File: config.mk
export PLATFORM = sky130hd
export DESIGN_NAME = addressed_serial_frame_receiver
export DESIGN_NICKNAME = d
export VERILOG_FILES = /design/src/rtl/asfr_pkg.sv /design/src/rtl/asfr_ctrl.sv /design/src/rtl/asfr_dp.sv /design/src/rtl/addressed_serial_frame_receiver.sv
export SDC_FILE = /design/constraint.sdc
export NUM_CORES = 1
export LEC_CHECK = 0
export BUFFER_PORTS_ARGS = -buffer_cell sky130_fd_sc_hd__buf_4
export CAP_MARGIN = 40
export CELL_PAD_IN_SITES_DETAIL_PLACEMENT = 0
export CELL_PAD_IN_SITES_GLOBAL_PLACEMENT = 1
export CORE_ASPECT_RATIO = 1.75
export CORE_UTILIZATION = 50
export CTS_CLUSTER_SIZE = 24
export DETAILED_ROUTE_END_ITERATION = 8
export PLACE_DENSITY = 0.85
export SYNTH_ARGS = -nofsm -noshare
export SYNTH_HDL_FRONTEND = slang
export SYNTH_SLANG_ARGS = --single-unit
File: constraint.sdc
create_clock -name i_clk -period 7.8 [get_ports i_clk]
set_input_delay 1.56 -clock i_clk [delete_from_list [all_inputs] [get_ports i_clk]]
set_output_delay 1.56 -clock i_clk [all_outputs]
set_load 0.02 [all_outputs]
File: src/rtl/asfr_pkg.sv
// Shared types and constants for the addressed serial frame receiver.
// No dependencies; every other file imports this package.
package asfr_pkg;

    localparam int DATA_W  = 8;
    localparam int LEN_W   = 3;
    localparam int TICK_W  = 17;
    localparam int CFG_W   = 17;
    localparam int CFG_IDX_W = 3;
    localparam int IN_TDATA_W  = 16;
    localparam int OUT_TDATA_W = 16;

    localparam logic [DATA_W-1:0] RST_CMD_RESET    = 8'd17;
    localparam logic [DATA_W-1:0] RST_CMD_FIRMWARE = 8'd112;
    localparam logic [DATA_W-1:0] RST_CMD_DISPLAY  = 8'd32;
    localparam logic [LEN_W-1:0]  RST_LEN_SHORT    = 3'd1;
    localparam logic [LEN_W-1:0]  RST_LEN_DISPLAY  = 3'd4;
    localparam logic [DATA_W-1:0] RST_PANEL_ADDR   = 8'd1;
    localparam logic [TICK_W-1:0] RST_TIMEOUT      = 17'h10000;

    typedef enum logic [CFG_IDX_W-1:0] {
        REG_CMD_RESET    = 3'd0,
        REG_CMD_FIRMWARE = 3'd1,
        REG_CMD_DISPLAY  = 3'd2,
        REG_LEN_SHORT    = 3'd3,
        REG_LEN_DISPLAY  = 3'd4,
        REG_PANEL_ADDR   = 3'd5,
        REG_TIMEOUT      = 3'd6
    } t_reg_idx;

    typedef enum logic [1:0] {
        ST_IDLE,
        ST_READ,
        ST_SHOW
    } t_state;

    typedef struct packed {
        logic take;
        logic rd_en;
        logic advance;
    } t_cmd;

    typedef struct packed {
        logic emit_start;
        logic out_last;
        logic count_zero;
    } t_status;

endpackage

File: src/rtl/asfr_ctrl.sv
// Controller state machine for the frame receiver: request handshakes and
// frame readout sequencing. Depends on asfr_pkg.
module asfr_ctrl
    import asfr_pkg::*;
(
    input  logic    i_clk,
    input  logic    i_rst_n,
    input  logic    i_s_tvalid,
    output logic    o_s_tready,
    output logic    o_m_tvalid,
    input  logic    i_m_tready,
    input  t_status i_status,
    output t_cmd    o_cmd
);

    t_state r_state;
    t_state n_state;

    always_ff @(posedge i_clk) begin
        if (!i_rst_n) begin
            r_state <= ST_IDLE;
        end else begin
            r_state <= n_state;
        end
    end

    always_comb begin
        n_state     = r_state;
        o_s_tready  = 1'b0;
        o_m_tvalid  = 1'b0;
        o_cmd       = '0;
        case (r_state)
            ST_IDLE: begin
                o_s_tready = 1'b1;
                o_cmd.take = i_s_tvalid;
                if (i_s_tvalid && i_status.emit_start) begin
                    n_state = ST_READ;
                end
            end
            ST_READ: begin
                o_cmd.rd_en = 1'b1;
                n_state     = ST_SHOW;
            end
            ST_SHOW: begin
                o_m_tvalid = 1'b1;
                // accept a request that cannot finish a frame under the last byte
                o_s_tready = i_status.out_last && i_status.count_zero;
                o_cmd.take = o_s_tready && i_s_tvalid;
                if (i_m_tready) begin
                    if (i_status.out_last) begin
                        n_state = ST_IDLE;
                    end else begin
                        o_cmd.advance = 1'b1;
                        n_state       = ST_READ;
                    end
                end
            end
            default: begin
                n_state = ST_IDLE;
            end
        endcase
    end

endmodule

File: src/rtl/asfr_dp.sv
// Datapath for the frame receiver: configuration registers, parity and
// header checks, frame store memory and readout registers. Depends on asfr_pkg.
module asfr_dp
    import asfr_pkg::*;
#(
    parameter int BUFFER_DEPTH = 8
) (
    input  logic                  i_clk,
    input  logic                  i_rst_n,
    input  logic                  i_cfg_we,
    input  logic [CFG_IDX_W-1:0]  i_cfg_index,
    input  logic [CFG_W-1:0]      i_cfg_data,
    input  logic [DATA_W-1:0]     i_rx_byte,
    input  logic                  i_ninth_bit,
    input  logic                  i_operation,
    input  t_cmd                  i_cmd,
    output t_status               o_status,
    output logic [DATA_W-1:0]     o_frame_byte,
    output logic [LEN_W-1:0]      o_frame_index,
    output logic                  o_frame_last
);

    localparam int PW = $clog2(BUFFER_DEPTH);
    localparam logic [PW-1:0] MAX_IDX = PW'(BUFFER_DEPTH - 1);

    logic [DATA_W-1:0] r_cmd_reset;
    logic [DATA_W-1:0] r_cmd_firmware;
    logic [DATA_W-1:0] r_cmd_display;
    logic [LEN_W-1:0]  r_len_short;
    logic [LEN_W-1:0]  r_len_display;
    logic [DATA_W-1:0] r_panel_addr;
    logic [TICK_W-1:0] r_timeout;

    logic [PW-1:0]     r_count;
    logic [PW-1:0]     n_count;
    logic [PW-1:0]     r_expected;
    logic [PW-1:0]     n_expected;
    logic [TICK_W-1:0] r_idle;
    logic [TICK_W-1:0] n_idle;
    logic [PW-1:0]     r_rd_ptr;
    logic [PW-1:0]     r_emit_last;
    logic [DATA_W-1:0] r_rd_data;
    logic [LEN_W-1:0]  r_out_idx;
    logic              r_out_last;

    logic [DATA_W-1:0] mem [BUFFER_DEPTH];

    logic              w_parity_ok;
    logic [LEN_W-1:0]  w_len;
    logic [PW-1:0]     w_len_clamped;
    logic [TICK_W-1:0] w_idle_inc;
    logic              w_timeout_hit;
    logic              w_addr_ok;
    logic              w_complete;
    logic              w_wr_en;

    always_ff @(posedge i_clk) begin
        if (!i_rst_n) begin
            r_cmd_reset    <= RST_CMD_RESET;
            r_cmd_firmware <= RST_CMD_FIRMWARE;
            r_cmd_display  <= RST_CMD_DISPLAY;
            r_len_short    <= RST_LEN_SHORT;
            r_len_display  <= RST_LEN_DISPLAY;
            r_panel_addr   <= RST_PANEL_ADDR;
            r_timeout      <= RST_TIMEOUT;
        end else if (i_cfg_we) begin
            case (t_reg_idx'(i_cfg_index))
                REG_CMD_RESET:    r_cmd_reset    <= i_cfg_data[DATA_W-1:0];
                REG_CMD_FIRMWARE: r_cmd_firmware <= i_cfg_data[DATA_W-1:0];
                REG_CMD_DISPLAY:  r_cmd_display  <= i_cfg_data[DATA_W-1:0];
                REG_LEN_SHORT:    r_len_short    <= i_cfg_data[LEN_W-1:0];
                REG_LEN_DISPLAY:  r_len_display  <= i_cfg_data[LEN_W-1:0];
                REG_PANEL_ADDR:   r_panel_addr   <= i_cfg_data[DATA_W-1:0];
                REG_TIMEOUT:      r_timeout      <= i_cfg_data[TICK_W-1:0];
                default: begin
                end
            endcase
        end
    end

    always_comb begin
        w_parity_ok = ^{i_ninth_bit, i_rx_byte};
        if (i_rx_byte == r_cmd_reset || i_rx_byte == r_cmd_firmware) begin
            w_len = r_len_short;
        end else if (i_rx_byte == r_cmd_display) begin
            w_len = r_len_display;
        end else begin
            w_len = '0;
        end
        w_len_clamped = (32'(w_len) > BUFFER_DEPTH - 1) ? MAX_IDX : PW'(w_len);
        w_idle_inc    = r_idle + TICK_W'(1);
        w_timeout_hit = (w_idle_inc >= r_timeout) || (w_idle_inc == '0);
        w_addr_ok     = (r_count != PW'(1)) || (i_rx_byte == r_panel_addr);
        w_complete    = !i_operation && w_parity_ok && (r_count != '0) && w_addr_ok
                        && (r_count == r_expected);
    end

    always_comb begin
        n_count    = r_count;
        n_expected = r_expected;
        n_idle     = r_idle;
        w_wr_en    = 1'b0;
        if (i_cmd.take) begin
            if (i_operation) begin
                if (r_count != '0) begin
                    if (w_timeout_hit) begin
                        n_count    = '0;
                        n_expected = '0;
                        n_idle     = '0;
                    end else begin
                        n_idle = w_idle_inc;
                    end
                end
            end else begin
                n_idle = '0;
                if (!w_parity_ok) begin
                    n_count    = '0;
                    n_expected = '0;
                end else if (r_count == '0) begin
                    n_expected = w_len_clamped;
                    if (w_len_clamped != '0) begin
                        w_wr_en = 1'b1;
                        n_count = PW'(1);
                    end
                end else if (!w_addr_ok) begin
                    n_count    = '0;
                    n_expected = '0;
                end else begin
                    w_wr_en = 1'b1;
                    if (r_count == r_expected) begin
                        n_count    = '0;
                        n_expected = '0;
                    end else begin
                        n_count = r_count + PW'(1);
                    end
                end
            end
        end
    end

    always_ff @(posedge i_clk) begin
        if (!i_rst_n) begin
            r_count     <= '0;
            r_expected  <= '0;
            r_idle      <= '0;
            r_rd_ptr    <= '0;
            r_emit_last <= '0;
        end else begin
            r_count    <= n_count;
            r_expected <= n_expected;
            r_idle     <= n_idle;
            if (i_cmd.take && w_complete) begin
                r_rd_ptr    <= '0;
                r_emit_last <= r_expected;
            end else if (i_cmd.advance) begin
                r_rd_ptr <= r_rd_ptr + PW'(1);
            end
        end
    end

    always_ff @(posedge i_clk) begin
        if (w_wr_en) begin
            mem[r_count] <= i_rx_byte;
        end
        if (i_cmd.rd_en) begin
            r_rd_data  <= mem[r_rd_ptr];
            r_out_idx  <= LEN_W'(r_rd_ptr);
            r_out_last <= (r_rd_ptr == r_emit_last);
        end
    end

    assign o_status.emit_start = w_complete;
    assign o_status.out_last   = r_out_last;
    assign o_status.count_zero = (r_count == '0);
    assign o_frame_byte        = r_rd_data;
    assign o_frame_index       = r_out_idx;
    assign o_frame_last        = r_out_last;

endmodule

File: src/rtl/addressed_serial_frame_receiver.sv
// Top level of the addressed serial frame receiver: joins controller and
// datapath and maps the stream and configuration ports. Depends on asfr_pkg,
// asfr_ctrl and asfr_dp.
//
//  channel   direction  handshake                    payload
//  s_axis    in         s_axis_tvalid/s_axis_tready  tdata: rx_byte, ninth_bit; tuser: operation
//  m_axis    out        m_axis_tvalid/m_axis_tready  tdata: frame_byte, frame_index; tlast
//  cfg       in         i_cfg_we                     i_cfg_index, i_cfg_data
//
// A byte or tick that does not finish a frame is taken while idle and keeps the
// controller idle. A finishing byte starts readout from the frame store memory:
// each frame byte is first read from memory, then shown until the output takes
// it. Input waits during readout, except under the last byte when no frame is
// open. Reset is synchronous; the store needs no clearing.
module addressed_serial_frame_receiver
    import asfr_pkg::*;
#(
    parameter int BUFFER_DEPTH = 8
) (
    input  logic                   i_clk,
    input  logic                   i_rst_n,
    input  logic                   i_cfg_we,
    input  logic [CFG_IDX_W-1:0]   i_cfg_index,
    input  logic [CFG_W-1:0]       i_cfg_data,
    input  logic                   s_axis_tvalid,
    output logic                   s_axis_tready,
    input  logic [IN_TDATA_W-1:0]  s_axis_tdata,   // [7:0] rx_byte, [8] ninth_bit
    input  logic                   s_axis_tuser,   // [0] operation
    output logic                   m_axis_tvalid,
    input  logic                   m_axis_tready,
    output logic [OUT_TDATA_W-1:0] m_axis_tdata,   // [7:0] frame_byte, [10:8] frame_index
    output logic                   m_axis_tlast
);

    t_cmd              w_cmd;
    t_status           w_status;
    logic [DATA_W-1:0] w_frame_byte;
    logic [LEN_W-1:0]  w_frame_index;

    asfr_ctrl u_ctrl (
        .i_clk      (i_clk),
        .i_rst_n    (i_rst_n),
        .i_s_tvalid (s_axis_tvalid),
        .o_s_tready (s_axis_tready),
        .o_m_tvalid (m_axis_tvalid),
        .i_m_tready (m_axis_tready),
        .i_status   (w_status),
        .o_cmd      (w_cmd)
    );

    asfr_dp #(
        .BUFFER_DEPTH (BUFFER_DEPTH)
    ) u_dp (
        .i_clk         (i_clk),
        .i_rst_n       (i_rst_n),
        .i_cfg_we      (i_cfg_we),
        .i_cfg_index   (i_cfg_index),
        .i_cfg_data    (i_cfg_data),
        .i_rx_byte     (s_axis_tdata[7:0]),
        .i_ninth_bit   (s_axis_tdata[8]),
        .i_operation   (s_axis_tuser),
        .i_cmd         (w_cmd),
        .o_status      (w_status),
        .o_frame_byte  (w_frame_byte),
        .o_frame_index (w_frame_index),
        .o_frame_last  (m_axis_tlast)
    );

    assign m_axis_tdata = {{(OUT_TDATA_W - DATA_W - LEN_W){1'b0}}, w_frame_index, w_frame_byte};

    a_take_only_under_last: assert property (@(posedge i_clk) disable iff (!i_rst_n)
        (s_axis_tready && m_axis_tvalid) |-> (m_axis_tlast && w_status.count_zero))
        else $error("request taken while a frame byte other than the last is shown");

    a_read_gap: assert property (@(posedge i_clk) disable iff (!i_rst_n)
        (m_axis_tvalid && m_axis_tready && !m_axis_tlast) |=> (!m_axis_tvalid ##1 m_axis_tvalid))
        else $error("frame readout did not continue after a non-last byte");

    a_index_step: assert property (@(posedge i_clk) disable iff (!i_rst_n)
        (m_axis_tvalid && m_axis_tready && !m_axis_tlast) |=> ##1
        (m_axis_tdata[10:8] == 3'($past(m_axis_tdata[10:8], 2) + 3'd1)))
        else $error("frame index did not advance by one");

endmodule

# Word-level counts from Yosys, hierarchy flattened
# Memories as Yosys holds them, arrays and structs flattened. A register that Yosys moved wholly into a read port is not among the register bits.
# Cells that the tools add are included.
# word_totals
ram_bits,64
n_memories,1
elab_cells,110
reg_bits,90
# classes
eq_ne,21
n_reduce_logical,31
n_bitwise,1
addsub,3
order_cmp,1
muxes,37
# memory_table
name,words,width,rd,rd_clocked_by_memory_dff,wr,line_no,source
u_dp.mem,8,8,1,1,1,asfr_dp.sv:46,logic [DATA_W-1:0] mem [BUFFER_DEPTH];
# ops
cell,n
$mux 17,3
$mux 3,15
$eq 8x8->1,4
$reduce_and 2->1,9
$add 17x1->17 const B,1
$ge 17x17->1,1
$logic_not 17->1,1
$mux 1,14
$eq 3x3->1 const B,3
$reduce_xor 9->1,1
$logic_and 1x1->1,8
$reduce_and 4->1,2
$add 3x1->3 const B,2
$eq 3x2->1 const B,2
$eq 3x3->1,2
$logic_not 3->1,2
$ne 2x1->1 const B,3
$pmux 2 s3,1
$reduce_bool 3->1,2
$ne 5x5->1 const B,1
$mux 2,2
$ne 4x4->1 const B,1
$pmux 1 s2,2
$eq 3x1->1 const B,1
9 further kinds,11

# Depth between registers and ports, before layout
# depth
depth_word,11
mapped_depth,16
mapped_depth_nobuf,13

# Hierarchy
# From an unflattened synthesis, not the netlist that was laid out.
# hier_totals
cells_unflattened,761
area_unflattened_um2,7876.3
# by_module_without_submodules
module,cells_per_inst,seq_area_each_um2,n_inst,area_per_inst_um2
asfr_dp,739,3963.8,1,7704.9
asfr_ctrl,16,40.0,1,130.1
addressed_serial_frame_receiver,6,0.0,1,41.3

# Worst setup path after synthesis
# OpenSTA, ideal clock, no wires.
# synth_path
kind,input to register
startpoint,input s_axis_tdata[3]
endpoint,memory u_dp.mem[1][0] (enable)
arrival_ns,3.743
slack_ns,3.674
required_ns,7.417
cell_stages,8
path_cell_list,clkbuf_1 xor2_1 nor4_1 o311ai_0 mux2_2 a21oi_1 nand2_1 nor3_1
# synth_between
elab_chain_cells,11
# synth_lines
item,line_no,source
"start, declared",addressed_serial_frame_receiver.sv:27,"input logic [IN_TDATA_W-1:0] s_axis_tdata,"
"$eq 8x8->1, on equally long branches","asfr_dp.sv:85, asfr_dp.sv:83",
$mux 3 / $logic_or 1x1->1 (equally long branches),"asfr_dp.sv:85, asfr_dp.sv:83",
$mux 3,asfr_dp.sv:83,if (i_rx_byte == r_cmd_reset || i_rx_byte == r_cmd_firmware) begin
$reduce_bool 3->1,asfr_dp.sv:121,if (w_len_clamped != '0) begin
$mux 1,asfr_dp.sv:121,
$mux 1,asfr_dp.sv:119,end else if (r_count == '0) begin
$mux 1 *,asfr_dp.sv:116,if (!w_parity_ok) begin
$mux 1 *,asfr_dp.sv:104,if (i_operation) begin
$mux 1 *,asfr_dp.sv:103,if (i_cmd.take) begin
$mux 1 *,asfr_dp.sv:162,if (w_wr_en) begin
$mux 1 (implied by the code) *,asfr_dp.sv:163,mem[r_count] <= i_rx_byte;
"end, declared",asfr_dp.sv:46,
# Every way passes the cells marked *; elsewhere a longest branch is shown, timed or not.

# Final worst setup path
# layout_path
startpoint,register u_dp.r_idle[0]
endpoint,register u_dp.r_count[2]
# layout_between
elab_chain_cells,5
# layout_lines
item,line_no,source
"start, declared",asfr_dp.sv:38,logic [TICK_W-1:0] r_idle;
"start signal, assigned",asfr_dp.sv:151,r_idle <= n_idle;
$add 17x1->17 *,asfr_dp.sv:91,w_idle_inc = r_idle + TICK_W'(1);
$ge 17x17->1 / $logic_not 17->1 (equally long branches),asfr_dp.sv:92,w_timeout_hit = (w_idle_inc >= r_timeout) || (w_idle_inc == '0);
$logic_or 1x1->1 *,asfr_dp.sv:92,
$ne 2x1->1 (no source line) *,-,
$reduce_and 4->1 (no source line) *,-,
"end signal, assigned",asfr_dp.sv:149,r_count <= n_count;
"end, declared",asfr_dp.sv:34,logic [PW-1:0] r_count;
# Marked as above.
# A chain may end at the register's enable or synchronous reset.

==> key figures <==
Outcome
  – Status: finished with violations
  – Failing checks: design-rule violations

Clock network
  – CTS Hold Bufs: 0
  – CTS tree: yes
  – Maximum clock path buffer count: 2
  – Number of CTS-inserted buffers: 17
  – Clock latency on the worst-skew pair: 0.43 ns
  – Htree depth: 4
  – Post-CTS Repair Setup Buffers: 0
  – Clock sink count: between 150 and 200
  – Clk slew on worst S/H paths: around 0.070 ns
  – PostCTS Resize Cnt: 0
  – CTS Root Cell: clkbuf_16

Logic synthesis
  – Syn Inst Count: 769
  – Commonest cells post-synth: 143 x nand2_1, 86 x dfxtp_1, 76 x edfxtp_1, 53 x a21boi_0, 41 x xnor2_1
  – Compound-Gate Fraction of Synth Area: 0.0993
  – Largest family of logic cells by synthesized area: simple AND/OR/NAND/NOR gates
  – Dominant synthesized flop cell: dfxtp_1
  – Yosys cell types: 66
  – Synthesized area per cell: roughly 10 um^2
  – #FFs+latches synth: 162
  – Synth area leaders: edfxtp_1 28%, dfxtp_1 21%, nand2_1 6.7%, a21boi_0 4.9%, mux4_2 4.5%
  – EDFF count, synth: 76
  – Simple-gate portion of the synthesized area: 0.175
  – Synth area leader: edfxtp_1
  – Mapped cell area: just over 8000 um^2
  – Adder-Cell Fraction of Synth Area: 0.0357
  – Ys Warns: 0
  – Top-count cell post-synth: nand2_1
  – Register area share after synthesis: 0.497
  – Share of the synthesized area in the top cell type: 0.283
  – Asr flop ratio synth: 0
  – Synth Area in XOR/XNOR: 0.0718
  – Mux share of post-synthesis cell area: 0.0798

Global routing
  – Global-route wire length before repair: 28.5 mm
  – All-Layer GR Usage: 0.223
  – Vias in the first global route: 5598
  – Pin count of the biggest net entering global routing: 94
  – Grt ovf: 0
  – Initial antenna violation count: 0

Worst hold path
  – Min-delay src: u_dp.r_timeout[2]
  – Hold Crit Depth: 2
  – Worst min path class: reg -> reg
  – Worst Hold End: u_dp.r_timeout[2]

Setup path
  – Critical Path Start: u_dp.r_idle[0]
  – Critical path class: reg -> reg
  – FF-to-FF End: u_dp.r_count[2]
  – Worst path required time: between 8 and 9 ns
  – Crit end category: flop
  – Crit path DAT: 4.48 ns
  – R2R setup slack: between 3 and 4 ns
  – Startpoint types: flop
  – R2R cell count: 14
  – R2R Path Start: u_dp.r_idle[0]
  – CP Max Fanout: 22

Route
  – Drt via density: 5.60
  – DRC Markers: 4
  – DRT antenna net count: 0
  – 1st-pass router iterations: 8
  – Wirelength per Cell: 17.9 um
  – Initial DRC Count: about 320
  – Routed WL: 17.8 mm
  – Detailed-route via count: 5585

Timing
  – Crit share post-route: 0.533
  – FMAX: 241 MHz
  – Final Hold Viols: 0
  – Final worst path period need: 4.16 ns
  – Max transition margin: 0.412
  – Actual slew at the worst max-slew pin: 0.878 ns
  – Clock skew: about 0.011 ns
  – Setup violators final: 0
  – Final number of max-transition violations: 0
  – Setup TNS: 0 ns
  – Unrepaired setup endpoints after global routing: no

Die
  – Area of the core: approximately 16000 um^2
  – # rows: 61
  – Die X: between 90 and 100 um
  – DIE AREA: 16700 um^2
  – Initial Utilization: 0.510
  – Die Y-Extent: ~170 um
  – I/O pin cnt: 61

Pwr
  – VDD IR max: 146 uV
  – Logic pwr share: 0.060
  – P_leak: around 0.0033 uW
  – Sw frac: 0.240
  – Power Density: 202 nW/um^2
  – Sequential Power Share: 0.490
  – Int Power: roughly 1400 uW
  – Clock power share: 0.450
  – Net switching power: approximately 440 uW
  – Final Power: 1840 uW

Cells and area
  – Post-Route Utilization: 0.576
  – Final nets: 860
  – Area growth syn-to-layout: 12.8%
  – ANT cells: 0
  – Layout cell share with drive strength beyond 1: 0.150
  – Multi-input logic area: 3740 um^2
  – Register area: 4000 um^2
  – Filler cells: between 1000 and 1500

Placed design
  – Port Buf Inserts: 48
  – HPWL after detailed placement: 12.9 mm
  – GPL Wtd Cong: approximately 0.87

Job
  – Max_cap viols: 0
layout by cell type (no fill, tap or decap), drive strengths merged, types with 3 or more instances in the layout:
cell type,Yosys,final
and2,9,9
xnor2,41,41
mux2,10,10
buf,18,57
nand3b,5,5
nor4,4,4
mux4,16,16
a21oi,8,8
nand2,143,143
nor3,14,14
o22ai,6,6
ha,23,23
o211ai,3,3
nand3,31,31
nor2,24,24
clkbuf,36,17
nor2b,17,17
clkinv,0,4
and3,4,4
nand4,19,19
inv,23,32
a21o,4,4
a31oi,8,8
o21ai,9,9
and4,3,3
a21boi,54,54
conb,1,5
mux2i,17,17
dfxtp,86,86
nand2b,5,5
edfxtp,76,76
xor2,20,20
cell type report:
class	instances	area share
clock inverter	15	0.0183
inverter	23	0.00949
sequential	162	0.440
timing repair buffer	57	0.0484
tap	189	0.0260
clock buffer	17	0.0468
multi-input combinational	534	0.411
critical path: stages, from the launching register on:
cell and delay, ns:
dfxtp_1 0.54, ha_1 0.49, inv_1 0.17, nor3_4 0.43, nand3_1 0.21, xnor2_1 0.37, ha_1 0.24, nand4_1 0.12
nor2_1 0.12, a31oi_1 0.09, o221ai_1 0.30, nor2_1 0.07, buf_4 0.24, a221o_1 0.38, a32o_1 0.26
power groups by stage:
stage	sequential [uW]	clock, uW	combinational [uW]
6_report	900	827	110
2_1_floorplan	918	0	69.8
4_1_cts	900	844	110
3_3_place_gp	919	0	106
5_1_grt	901	879	120
3_5_place_dp	919	0	109
kinds of logic after synthesis:
kind of cell	after synthesis
AND/OR/NAND/NOR	290
AO/OA/AOI/OAI	110
other	1
multiplexers	43
flip-flops	162
adder cells (fa/ha/maj)	23
buffers and inverters	77
XOR/XNOR	63
per-layer routing:
layer,share of wire,global-route usage,up-vias
met2,0.56,0.436,140
met3,0.030,0.0439,49
met4,0.043,0.109,0
met5,0,0,-
li1,-,-,2766
met1,0.36,0.220,2630
flip-flops by register name, summed over array words and instances, names as in the netlist, 8 cells and up:
register,count
u_dp.mem,64
u_dp.r_cmd_reset,8
u_dp.o_frame_byte,8
u_dp.r_cmd_firmware,8
u_dp.r_panel_addr,8
u_dp.r_cmd_display,8
u_dp.r_timeout,17
u_dp.r_idle,17
through the flow:
step                      setup WS, ns  cell area (um^2)  hold WS [ns]  instances
final                             3.64              9100         0.466        997
after global routing              3.29              9100         0.493        997
after detailed placement          3.19              8510         0.461        965
after CTS                         3.61              9100         0.471        997
after floorplan                   3.67              8080         0.406        773
after global placement            3.04              8440         0.454        958
how the worst max path moves through the flow:
| stage | endpoint | slack [ns] | cells after the start |
|---|---|---|---|
| 2_1_floorplan | u_dp.mem[1][0] | 3.67 | 8 |
| 3_3_place_gp | u_dp.mem[1][2] | 3.04 | 8 |
| 3_5_place_dp | u_dp.mem[7][3] | 3.19 | 8 |
| 4_1_cts | u_dp.mem[7][0] | 3.61 | 8 |
| 5_1_grt | u_dp.r_count[2] | 3.29 | 14 |
| 6_report | u_dp.r_count[2] | 3.64 | 14 |
Power figures use the tool's default switching activity.
